--- config.mk ---
export PLATFORM = sky130hd
export DESIGN_NAME = charger_power_sequencer
export DESIGN_NICKNAME = d
export VERILOG_FILES = /design/src/sv/cps_pkg.sv /design/src/sv/cps_csr.sv /design/src/sv/cps_in_reg.sv /design/src/sv/cps_sequencer.sv /design/src/sv/charger_power_sequencer.sv
export SDC_FILE = /design/constraint.sdc
export NUM_CORES = 1
export LEC_CHECK = 0
export ABC_AREA = 1
export BUFFER_PORTS_ARGS = -buffer_cell sky130_fd_sc_hd__clkbuf_2
export CAP_MARGIN = 40
export CORE_MARGIN = 2
export CORE_UTILIZATION = 40
export DETAILED_ROUTE_END_ITERATION = 16
export HOLD_SLACK_MARGIN = 0.05
export PLACE_DENSITY_LB_ADDON = 0.3
export SLEW_MARGIN = 25
export SYNTH_ARGS = -nofsm -noshare
export SYNTH_HDL_FRONTEND = slang
export SYNTH_SLANG_ARGS = --single-unit
--- constraint.sdc ---
create_clock -name clock -period 4.1 [get_ports clock]
set_input_delay 0.41 -clock clock [delete_from_list [all_inputs] [get_ports clock]]
set_output_delay 0.41 -clock clock [all_outputs]
set_load 0.01 [all_outputs]
--- src/sv/cps_pkg.sv ---
// Types, codes and helper functions of the charger power sequencer.
package cps_pkg;

   // Register indexes of the configuration port.
   localparam logic [1:0] CSR_SHORT_DELAY   = 2'd0;
   localparam logic [1:0] CSR_LONG_DELAY    = 2'd1;
   localparam logic [1:0] CSR_CURRENT_LIMIT = 2'd2;

   // Register reset values.
   localparam logic [15:0] SHORT_DELAY_RESET   = 16'd1000;
   localparam logic [15:0] LONG_DELAY_RESET    = 16'd2000;
   localparam logic [15:0] CURRENT_LIMIT_RESET = 16'd1000;

   // Relay and fan command codes.
   localparam logic [1:0] CMD_NONE = 2'd0;
   localparam logic [1:0] CMD_ON   = 2'd1;
   localparam logic [1:0] CMD_OFF  = 2'd2;

   // Battery manager link codes.
   localparam logic [1:0] LINK_ON_CHARGER  = 2'd1;
   localparam logic [1:0] LINK_OFF_CHARGER = 2'd2;

   // Mode codes as they appear on the result channel.
   localparam logic [2:0] MODE_CODE_INIT  = 3'd0;
   localparam logic [2:0] MODE_CODE_IDLE  = 3'd1;
   localparam logic [2:0] MODE_CODE_START = 3'd2;
   localparam logic [2:0] MODE_CODE_RUN   = 3'd3;
   localparam logic [2:0] MODE_CODE_FAULT = 3'd4;

   // Sequencer state, one-hot.
   typedef enum logic [4:0] {
      MODE_INIT  = 5'b00001,
      MODE_IDLE  = 5'b00010,
      MODE_START = 5'b00100,
      MODE_RUN   = 5'b01000,
      MODE_FAULT = 5'b10000
   } mode_type;

   // Configuration registers.
   typedef struct packed {
      logic [15:0] short_delay_ticks;
      logic [15:0] long_delay_ticks;
      logic [15:0] current_release_limit;
   } cfg_type;

   // One tick of input.
   typedef struct packed {
      logic        ac_undervolt_fault;
      logic        battery_undervolt_fault;
      logic        overtemp_fault;
      logic        any_alarm;
      logic [1:0]  link_status;
      logic [15:0] output_current_avg;
   } in_item_type;

   // One result of a tick.
   typedef struct packed {
      logic [2:0] mode;
      logic [1:0] ac_relay_cmd;
      logic [1:0] dc_relay_cmd;
      logic [1:0] fan_cmd;
      logic       pwm_zero;
      logic       run_refs;
      logic       system_reinit;
   } rsp_item_type;

   // Increment that sticks at the top of the 16-bit range.
   function automatic logic [15:0] sat_inc(input logic [15:0] value);
      sat_inc = (value == 16'hFFFF) ? value : value + 16'd1;
   endfunction

   // Mode code for the result channel.
   function automatic logic [2:0] mode_code(input mode_type mode);
      case (mode)
         MODE_INIT:  mode_code = MODE_CODE_INIT;
         MODE_IDLE:  mode_code = MODE_CODE_IDLE;
         MODE_START: mode_code = MODE_CODE_START;
         MODE_RUN:   mode_code = MODE_CODE_RUN;
         MODE_FAULT: mode_code = MODE_CODE_FAULT;
         default:    mode_code = MODE_CODE_INIT;
      endcase
   endfunction

endpackage

--- src/sv/cps_csr.sv ---
// Configuration registers of the charger power sequencer.
module cps_csr (
   input  logic            clock,
   input  logic            reset,
   input  logic            csr_we,
   input  logic [1:0]      csr_index,
   input  logic [15:0]     csr_wdata,
   output cps_pkg::cfg_type cfg
);

   cps_pkg::cfg_type cfg_ff;
   cps_pkg::cfg_type cfg_in;

   // Decode the write; an index beyond the list leaves every register alone.
   always_comb begin
      cfg_in = cfg_ff;
      if (csr_we) begin
         case (csr_index)
            cps_pkg::CSR_SHORT_DELAY:   cfg_in.short_delay_ticks     = csr_wdata;
            cps_pkg::CSR_LONG_DELAY:    cfg_in.long_delay_ticks      = csr_wdata;
            cps_pkg::CSR_CURRENT_LIMIT: cfg_in.current_release_limit = csr_wdata;
            default:                    cfg_in = cfg_ff;
         endcase
      end
   end

   always_ff @(posedge clock) begin
      if (reset) begin
         cfg_ff.short_delay_ticks     <= cps_pkg::SHORT_DELAY_RESET;
         cfg_ff.long_delay_ticks      <= cps_pkg::LONG_DELAY_RESET;
         cfg_ff.current_release_limit <= cps_pkg::CURRENT_LIMIT_RESET;
      end else begin
         cfg_ff <= cfg_in;
      end
   end

   assign cfg = cfg_ff;

endmodule

--- src/sv/cps_in_reg.sv ---
// Input register stage that holds one tick until the sequencer takes it.
module cps_in_reg (
   input  logic                 clock,
   input  logic                 reset,
   input  logic                 in_valid,
   input  cps_pkg::in_item_type in_item,
   output logic                 in_ready,
   input  logic                 advance,
   output logic                 hold_valid,
   output cps_pkg::in_item_type hold_item
);

   logic                 valid_ff;
   logic                 valid_in;
   cps_pkg::in_item_type item_ff;
   logic                 load;

   // The stage takes a new transaction when empty or when its item moves on.
   assign in_ready = !valid_ff || advance;
   assign load     = in_valid && in_ready;

   always_comb begin
      valid_in = valid_ff;
      if (load) begin
         valid_in = 1'b1;
      end else if (advance) begin
         valid_in = 1'b0;
      end
   end

   always_ff @(posedge clock) begin
      if (reset) begin
         valid_ff <= 1'b0;
      end else begin
         valid_ff <= valid_in;
      end
   end

   always_ff @(posedge clock) begin
      if (load) begin
         item_ff <= in_item;
      end
   end

   assign hold_valid = valid_ff;
   assign hold_item  = item_ff;

endmodule

--- src/sv/cps_sequencer.sv ---
// Mode sequencer: state registers and the per-tick step logic.
module cps_sequencer (
   input  logic                  clock,
   input  logic                  reset,
   input  cps_pkg::cfg_type      cfg,
   input  logic                  step_en,
   input  cps_pkg::in_item_type  item,
   output cps_pkg::rsp_item_type result
);

   cps_pkg::mode_type mode_ff;
   cps_pkg::mode_type mode_in;
   logic [15:0]       delay_ff;
   logic [15:0]       delay_in;
   logic [15:0]       fault_ff;
   logic [15:0]       fault_in;
   logic [15:0]       delay_inc;
   logic [15:0]       fault_inc;
   logic              current_low;

   assign delay_inc   = cps_pkg::sat_inc(delay_ff);
   assign fault_inc   = cps_pkg::sat_inc(fault_ff);
   assign current_low = item.output_current_avg < cfg.current_release_limit;

   // Next state and commands for one tick.
   always_comb begin
      mode_in  = mode_ff;
      delay_in = delay_ff;
      fault_in = fault_ff;
      result.ac_relay_cmd  = cps_pkg::CMD_NONE;
      result.dc_relay_cmd  = cps_pkg::CMD_NONE;
      result.fan_cmd       = cps_pkg::CMD_NONE;
      result.pwm_zero      = 1'b0;
      result.run_refs      = 1'b0;
      result.system_reinit = 1'b0;
      case (mode_ff)
         cps_pkg::MODE_INIT: begin
            result.pwm_zero = 1'b1;
            delay_in = delay_inc;
            if (delay_inc >= cfg.short_delay_ticks) begin
               delay_in = 16'd0;
               mode_in  = cps_pkg::MODE_IDLE;
            end
         end
         cps_pkg::MODE_IDLE: begin
            if (!item.ac_undervolt_fault) begin
               result.ac_relay_cmd = cps_pkg::CMD_ON;
               delay_in = 16'd0;
               mode_in  = cps_pkg::MODE_START;
            end else begin
               result.ac_relay_cmd = cps_pkg::CMD_OFF;
            end
         end
         cps_pkg::MODE_START: begin
            // Wait for the battery manager, then count an alarm-free delay.
            if (item.link_status == cps_pkg::LINK_ON_CHARGER) begin
               if (!item.any_alarm) begin
                  delay_in = delay_inc;
                  if (delay_inc >= cfg.long_delay_ticks) begin
                     delay_in = 16'd0;
                     result.dc_relay_cmd = cps_pkg::CMD_ON;
                     mode_in = cps_pkg::MODE_RUN;
                  end
               end else begin
                  delay_in = 16'd0;
                  fault_in = 16'd0;
                  mode_in  = cps_pkg::MODE_FAULT;
               end
            end
         end
         cps_pkg::MODE_RUN: begin
            if (!item.any_alarm) begin
               result.run_refs = 1'b1;
               result.fan_cmd  = cps_pkg::CMD_ON;
            end
            if (item.any_alarm || item.link_status == cps_pkg::LINK_OFF_CHARGER) begin
               delay_in = 16'd0;
               fault_in = 16'd0;
               mode_in  = cps_pkg::MODE_FAULT;
            end
         end
         cps_pkg::MODE_FAULT: begin
            result.pwm_zero = 1'b1;
            result.fan_cmd  = item.overtemp_fault ? cps_pkg::CMD_ON : cps_pkg::CMD_OFF;
            fault_in = fault_inc;
            // After the short delay the relays may open at low current.
            if (fault_inc >= cfg.short_delay_ticks) begin
               if (item.battery_undervolt_fault && current_low) begin
                  result.dc_relay_cmd = cps_pkg::CMD_OFF;
               end
               if (item.ac_undervolt_fault && current_low) begin
                  result.ac_relay_cmd = cps_pkg::CMD_OFF;
               end
               fault_in = cfg.short_delay_ticks;
            end
            // Recovery after a long alarm-free delay.
            if (!item.any_alarm) begin
               delay_in = delay_inc;
               if (delay_inc >= cfg.long_delay_ticks) begin
                  fault_in = 16'd0;
                  delay_in = 16'd0;
                  result.system_reinit = 1'b1;
                  mode_in = cps_pkg::MODE_IDLE;
               end
            end
         end
         default: begin
            mode_in = mode_ff;
         end
      endcase
      result.mode = cps_pkg::mode_code(mode_in);
   end

   // State moves only when a tick is handed to the result register.
   always_ff @(posedge clock) begin
      if (reset) begin
         mode_ff  <= cps_pkg::MODE_INIT;
         delay_ff <= 16'd0;
         fault_ff <= 16'd0;
      end else if (step_en) begin
         mode_ff  <= mode_in;
         delay_ff <= delay_in;
         fault_ff <= fault_in;
      end
   end

endmodule

--- src/sv/charger_power_sequencer.sv ---
// Top level of the charger power sequencer.
//
//   channel   direction  handshake              payload
//   req_      in         req_tvalid/req_tready  req_tdata, one tick of alarms and current
//   rsp_      out        rsp_tvalid/rsp_tready  rsp_tdata, mode and commands of the tick
//   csr_      in         csr_we                 csr_index, csr_wdata
//
// A tick is registered in the input stage on acceptance and its result in the result register,
// and one tick is taken every cycle while results are taken without a stall.
// The mode, delay and fault counters move when a tick passes into the result register.
// Reset is synchronous and active high; it returns the mode to init and the
// registers to their defaults.
// A stalled result holds the input stage; both stages free up in the cycle the
// result is taken.
module charger_power_sequencer (
   input  logic        clock,
   input  logic        reset,
   input  logic        req_tvalid,
   output logic        req_tready,
   // [0] ac_undervolt_fault, [1] battery_undervolt_fault, [2] overtemp_fault,
   // [3] any_alarm, [5:4] link_status, [21:6] output_current_avg, [23:22] zero
   input  logic [23:0] req_tdata,
   output logic        rsp_tvalid,
   input  logic        rsp_tready,
   // [2:0] mode, [4:3] ac_relay_cmd, [6:5] dc_relay_cmd, [8:7] fan_cmd,
   // [9] pwm_zero, [10] run_refs, [11] system_reinit, [15:12] zero
   output logic [15:0] rsp_tdata,
   input  logic        csr_we,
   input  logic [1:0]  csr_index,
   input  logic [15:0] csr_wdata
);

   cps_pkg::cfg_type      cfg;
   cps_pkg::in_item_type  req_item;
   cps_pkg::in_item_type  hold_item;
   cps_pkg::rsp_item_type step_result;
   cps_pkg::rsp_item_type rsp_item_ff;
   logic                  hold_valid;
   logic                  advance;
   logic                  rsp_valid_ff;
   logic                  rsp_valid_in;

   // Unpack the request payload.
   assign req_item.ac_undervolt_fault      = req_tdata[0];
   assign req_item.battery_undervolt_fault = req_tdata[1];
   assign req_item.overtemp_fault          = req_tdata[2];
   assign req_item.any_alarm               = req_tdata[3];
   assign req_item.link_status             = req_tdata[5:4];
   assign req_item.output_current_avg      = req_tdata[21:6];

   cps_csr u_csr (
      .clock     (clock),
      .reset     (reset),
      .csr_we    (csr_we),
      .csr_index (csr_index),
      .csr_wdata (csr_wdata),
      .cfg       (cfg)
   );

   // A held tick moves on when the result register is empty or being drained.
   assign advance = hold_valid && (!rsp_valid_ff || rsp_tready);

   cps_in_reg u_in_reg (
      .clock      (clock),
      .reset      (reset),
      .in_valid   (req_tvalid),
      .in_item    (req_item),
      .in_ready   (req_tready),
      .advance    (advance),
      .hold_valid (hold_valid),
      .hold_item  (hold_item)
   );

   cps_sequencer u_sequencer (
      .clock   (clock),
      .reset   (reset),
      .cfg     (cfg),
      .step_en (advance),
      .item    (hold_item),
      .result  (step_result)
   );

   // Result register.
   always_comb begin
      rsp_valid_in = rsp_valid_ff;
      if (advance) begin
         rsp_valid_in = 1'b1;
      end else if (rsp_tready) begin
         rsp_valid_in = 1'b0;
      end
   end

   always_ff @(posedge clock) begin
      if (reset) begin
         rsp_valid_ff <= 1'b0;
      end else begin
         rsp_valid_ff <= rsp_valid_in;
      end
   end

   always_ff @(posedge clock) begin
      if (advance) begin
         rsp_item_ff <= step_result;
      end
   end

   // Pack the response payload.
   assign rsp_tvalid = rsp_valid_ff;
   assign rsp_tdata  = {4'b0000,
                        rsp_item_ff.system_reinit,
                        rsp_item_ff.run_refs,
                        rsp_item_ff.pwm_zero,
                        rsp_item_ff.fan_cmd,
                        rsp_item_ff.dc_relay_cmd,
                        rsp_item_ff.ac_relay_cmd,
                        rsp_item_ff.mode};

endmodule

Word level (Yosys, flattened, before mapping)
Cells that the tools add are included.
W data, S select, Z words.
{"block": "word_totals", "register_bits": 121, "output_inout_bits": 18, "word_cells": 114}
{"block": "op_classes", "add_sub_neg": 2, "n_lt_le_gt_ge": 4, "n_eq_ne": 20, "muxes": 45, "bitwise_logic": 1, "n_reduce_logical": 21}
{"cell": "$mux W16", "n": 14}
{"cell": "$pmux W16 S5", "n": 1}
{"cell": "$ge A16 B16 Y1", "n": 3}
{"cell": "$pmux W16 S3", "n": 1}
{"cell": "$mux W5", "n": 8}
{"cell": "$add A16 B1 Y16 const B", "n": 2}
{"cell": "$eq A16 B16 Y1 const B", "n": 2}
{"cell": "$pmux W5 S5", "n": 1}
{"cell": "$lt A16 B16 Y1", "n": 1}
{"cell": "$mux W2", "n": 6}
{"cell": "$pmux W2 S2", "n": 3}
{"cell": "$pmux W3 S4", "n": 1}
{"cell": "$eq A5 B2 Y1 const B", "n": 2}
{"cell": "$eq A5 B3 Y1 const B", "n": 2}
{"cell": "$eq A5 B4 Y1 const B", "n": 2}
{"cell": "$eq A5 B5 Y1 const B", "n": 2}
{"cell": "$mux W1", "n": 9}
{"cell": "$ne A2 B2 Y1 const B", "n": 3}
{"cell": "$reduce_and A2 Y1", "n": 3}
{"cell": "$reduce_and A6 Y1", "n": 1}
{"cell": "$eq A5 B1 Y1 const B", "n": 1}
{"cell": "$reduce_and A5 Y1", "n": 1}
{"cell": "$reduce_bool A5 Y1", "n": 1}
{"cell": "$eq A2 B1 Y1 const B", "n": 2}
{"cell": "other kinds (11)", "n": 21}

Logic depth before layout (Yosys ltp)
{"block": "logic_depth", "depth_word": 9, "depth_mapped": 21, "depth_no_buf": 21}

By module
A second synthesis with hierarchy kept.
{"block": "unflattened", "cells_unflattened": 1037, "hier_area_um2": 7651.1}
{"mod": "cps_sequencer", "n_inst": 1, "cells_per_inst": 709, "area_per_inst_um2": 4571.9, "seq_area_each_um2": 740.7}
{"mod": "cps_csr", "n_inst": 1, "cells_per_inst": 277, "area_per_inst_um2": 1929.4, "seq_area_each_um2": 960.9}
{"mod": "cps_in_reg", "n_inst": 1, "cells_per_inst": 28, "area_per_inst_um2": 708.2, "seq_area_each_um2": 680.7}
{"mod": "charger_power_sequencer", "n_inst": 1, "cells_per_inst": 23, "area_per_inst_um2": 441.7, "seq_area_each_um2": 380.4}

Worst setup path before layout
No wires, ideal clock.
{"block": "synth_path", "path_kind": "register -> register", "from": "register u_sequencer.fault_ff[0]", "to": "register rsp_item_ff (netlist bit rsp_tdata[4]), data pin", "setup_ns": 0.254, "arrival_ns": 2.558, "required_time_ns": 3.846, "path_slack_ns": 1.288, "path_stages_with_launch": 19, "cell_sequence": "dfxtp_1 > ha_1 > nand3_1 > inv_1 > nand2_1 > nor2_2 > buf_4 > a21oi_1 > inv_1 > ha_1 > nand2_1 > inv_1 > o21ai_1 > nand2_1 > a21oi_4 > nand3_4 > buf_6 > nand4_1 > nand2_1"}
{"element": "from (decl)", "line_no": "cps_sequencer.sv:15", "rtl": "logic [15:0] fault_ff;"}
{"element": "from (signal assigned)", "line_no": "cps_sequencer.sv:123", "rtl": "fault_ff <= fault_in;"}
{"element": "to (signal assigned)", "line_no": "charger_power_sequencer.sv:103", "rtl": "rsp_item_ff <= step_result;"}
{"element": "to (decl)", "line_no": "charger_power_sequencer.sv:37", "rtl": "cps_pkg::rsp_item_type rsp_item_ff;"}

Worst setup path in the final report
{"block": "layout_path", "from": "register u_sequencer.fault_ff[0]", "to": "register u_sequencer.fault_ff[14]"}
{"block": "layout_between", "elab_chain_cells": 7, "word_cells_on_any_way": 8}
{"element": "$add A16 B1 Y16 / $eq A16 B16 Y1 (equally long branches)", "line_no": "cps_pkg.sv:69", "rtl": "sat_inc = (value == 16'hFFFF) ? value : value + 16'd1;"}
{"element": "$mux W16 *", "line_no": "cps_pkg.sv:69"}
{"element": "$ge A16 B16 Y1", "line_no": "cps_sequencer.sv:87", "rtl": "if (fault_inc >= cfg.short_delay_ticks) begin"}
{"element": "$mux W16 *", "line_no": "cps_sequencer.sv:87"}
{"element": "$mux W16", "line_no": "cps_sequencer.sv:99", "rtl": "if (delay_inc >= cfg.long_delay_ticks) begin"}
{"element": "$mux W16 *", "line_no": "cps_sequencer.sv:97", "rtl": "if (!item.any_alarm) begin"}
{"element": "$pmux W16 S3 *", "line_no": "cps_sequencer.sv:36", "rtl": "case (mode_ff)"}
Mark *: on every way between the ends. The rest lies on a longest branch, timed or not.
A chain may end at the register's enable or synchronous reset.

==> results.cfg <==
[drt]
drt-total-wl_mm = 17.5
routed_via_density = 5.06
antenna_left = 0
wire_per_inst_um = 13.7
drt_iter0_markers = 489
drc = 0
first_pass_iters = 5
vias = 6440

[job]
maxCapViolCount = 0

[floorplan]
core_mm2 = 0.0185
fp-row-count = 50
die_h_um = 141
boundaryPins = 65
dieArea_mm2 = 0.0198
die_w_um = 141
start_util = 0.404

[timing]
fin_worst_skew_ps = 9.87
setup_tns_ps = 0
slew_viol_final = 0
worst_slew_pin_slew_ps = 673
setup_violations = 0
maxSlewHeadroom = 0.550
setup_slack_ps = 574
fin_crit_sh = 0.860
hold_slack_ps = 160
hold_viol_final = 0
fin_crit_ps = 3530
fmax_mhz = 284
grt_setup_unrepaired = no

[logic_synthesis]
synth_top_family_by_area = simple AND/OR/NAND/NOR gates
synth_cell_type_count = 47
synth_mux_area_frac = 0
synthAdderAreaFrac = 0.109
synth_edf_count = 34
syn_inst = 971
synth_compound_area_frac = 0.147
yosys_warnings = 0
synth-xor-area-share = 0.0164
async_flop_share = 0
yosys.area.top_type = dfxtp_1
yosys-top-cells-area = dfxtp_1 23%, edfxtp_1 14%, ha_1 11%
ys_seq_area_frac = 0.369
yosys_most_used_dff = dfxtp_1
synthSimpleGateAreaFrac = 0.259
synth_top_area_frac = 0.233
synth_seq_cells = 121
synthesis.area_mm2 = 0.00748
avgSynthCellArea_um2 = 7.71

[place]
dpl_cell_area_mm2 = 0.00795
hpwlAfterDp_mm = 13.4
port_buffers = 58
gp_congestion = 0.880
preCtsSetupSlack_ps = 625
placed_cells = 1240

[pwr]
p_total_mw = 3.18
powerDensity_mw_per_mm2 = 374
power.leakage_nw = 3.98
ir_drop_uv = 298

[layout]
seq_area_mm2 = 0.00276
layout-drive-gt1-share = 0.141
finish.utilization = 0.460
instances_no_fill = 1272
antenna_cells = 0
fillers = 1869
finalInstanceArea_mm2 = 0.00851
layout.nets = 1137
mostFrequentLayoutCells = 202 x nand2_1, 129 x inv_1, 101 x a21oi_1
final_common_cell = nand2_1
area_delta_synth_final_pct = 13.7
multi_input_area_mm2 = 0.00399

[setup_path]
crit_buf_inv = 2
criticalPathCategory = flop to flop
startpoint_type = flop
worstPathArrival_ps = 3840
crit_chain = ha_1, nand3_1, inv_1, nand2_1, nor2_2, nand2_1, nand2_1, inv_1, ha_1, nand2_1, nand2_1, nand2_1, nand2_1, nand2_1, nand2_1, nand2_1, nand3_4, o21ai_0, o21ai_1, and2_1
slowest_stage = nor2_2
end_kind = flop
critPathTopFamily = simple AND/OR/NAND/NOR gates
worstPathMaxFanout = 19
max_stage_delay_ps = 450
cp_data_required_time_ps = 4420
cp_common_cell = nand2_1

[clocking]
cts_root_buf = clkbuf_16
cts_sinks = 121
cts-buffers-inserted = 17
cts-resized-gates = 0
cts_tree = built
clk_pin_slew_ps = 50
insertion_delay_ps = 430
cts_post_setup_buffers_inserted = 0
cts-htree-levels = 4
hold_buffers = 0
ctsLongestPathBuffers = 2

[global_routing]
antenna_found_initial = 0
grt-ovfl-total = 0
first_global_vias = 6061
grtUsageTotal = 0.182
grt_max_degree = 44
grt_pass1_wl_mm = 29.0

[outcome]
status = completed

[hold_path]
hold_path.class = input pin to flop
-- worst reg2reg max path: stages, from the launching register on --
cell	delay, ps
dfxtp_1	440
ha_1	280
nand3_1	130
inv_1	130
nand2_1	110
nor2_2	450
nand2_1	110
nand2_1	120
inv_1	50
ha_1	280
nand2_1	80
nand2_1	60
nand2_1	60
nand2_1	50
nand2_1	50
nand2_1	70
nand2_1	290
nand3_4	260
o21ai_0	220
o21ai_1	70
and2_1	130
-- power by group --
part	internal (mW)	switching [mW]	total [mW]
sequential	1.29	0.0365	1.33
combinational	0.145	0.272	0.417
clock	0.886	0.548	1.43
-- layer usage --
metal | global-route usage | routed length [um] | vias up
li1 | - | - | 3379
met1 | 0.239 | 8310 | 2900
met2 | 0.307 | 8100 | 142
met3 | 0.0329 | 795 | 19
met4 | 0.0542 | 265 | 0
met5 | 0 | 0 | -
-- area by class of cell --
cell class	count	area share
Clock inverter	13	0.0150
Sequential cell	121	0.325
Timing Repair Buffer	66	0.0435
Tap cell	234	0.0344
Clock buffer	19	0.0509
Multi-Input combinational cell	677	0.469
Inverter	142	0.0631
-- registers in the layout (all words and copies together) (netlist names) --
signal	cells
u_in_reg.hold_item	22
u_in_reg.hold_valid	1
rsp_tvalid	1
u_csr.cfg	48
rsp_tdata	12
u_sequencer.delay_ff	16
u_sequencer.mode_ff	5
u_sequencer.fault_ff	16
-- kinds of logic after synthesis --
group                      count (synthesis)
adders and majority gates                 65
DFF                                      121
buffers and inverters                    176
other                                      1
xor gates and xnor gates                  14
and+or+nand+nor                          396
AOI/OAI and AO/OA                        198
-- path summary, 6_finish.rpt --
check | from | to | slack (ps) | cells after the start
worst min register to register | u_csr.cfg[0] | u_csr.cfg[0] | 450 | 2
worst max register to register | u_sequencer.fault_ff[0] | u_sequencer.fault_ff[14] | 570 | 20
worst max-delay path | u_sequencer.fault_ff[0] | u_sequencer.fault_ff[14] | 570 | 20
worst min-delay path | req_tdata[13] | u_in_reg.hold_item[7] | 160 | 1
-- synthesized netlist by cell type, types with 2 or more instances --
| cell | n |
|---|---|
| nand2_1 | 202 |
| inv_1 | 129 |
| a21oi_1 | 101 |
| dfxtp_1 | 87 |
| ha_1 | 65 |
| nor2_1 | 53 |
| nand3_1 | 47 |
| o21ai_0 | 45 |
| nand4_1 | 43 |
| edfxtp_1 | 34 |
| clkbuf_1 | 19 |
| o211ai_1 | 18 |
| o21ai_1 | 16 |
| xor2_1 | 11 |
| inv_2 | 10 |
| nor3_1 | 10 |
| buf_4 | 7 |
| buf_6 | 7 |
| nand2_2 | 7 |
| a21oi_2 | 5 |
| nor2_4 | 4 |
| o21a_1 | 4 |
| o21bai_1 | 4 |
| nand2_4 | 3 |
| nand3_2 | 3 |
| nand3_4 | 3 |
| nand4_4 | 3 |
| nor2_2 | 3 |
| or2_2 | 3 |
| xnor2_1 | 3 |
| nand3b_1 | 2 |
| nand4_2 | 2 |
| nor2_8 | 2 |
| nor4_1 | 2 |
| o221ai_1 | 2 |
(Power assumes the default switching activity.)
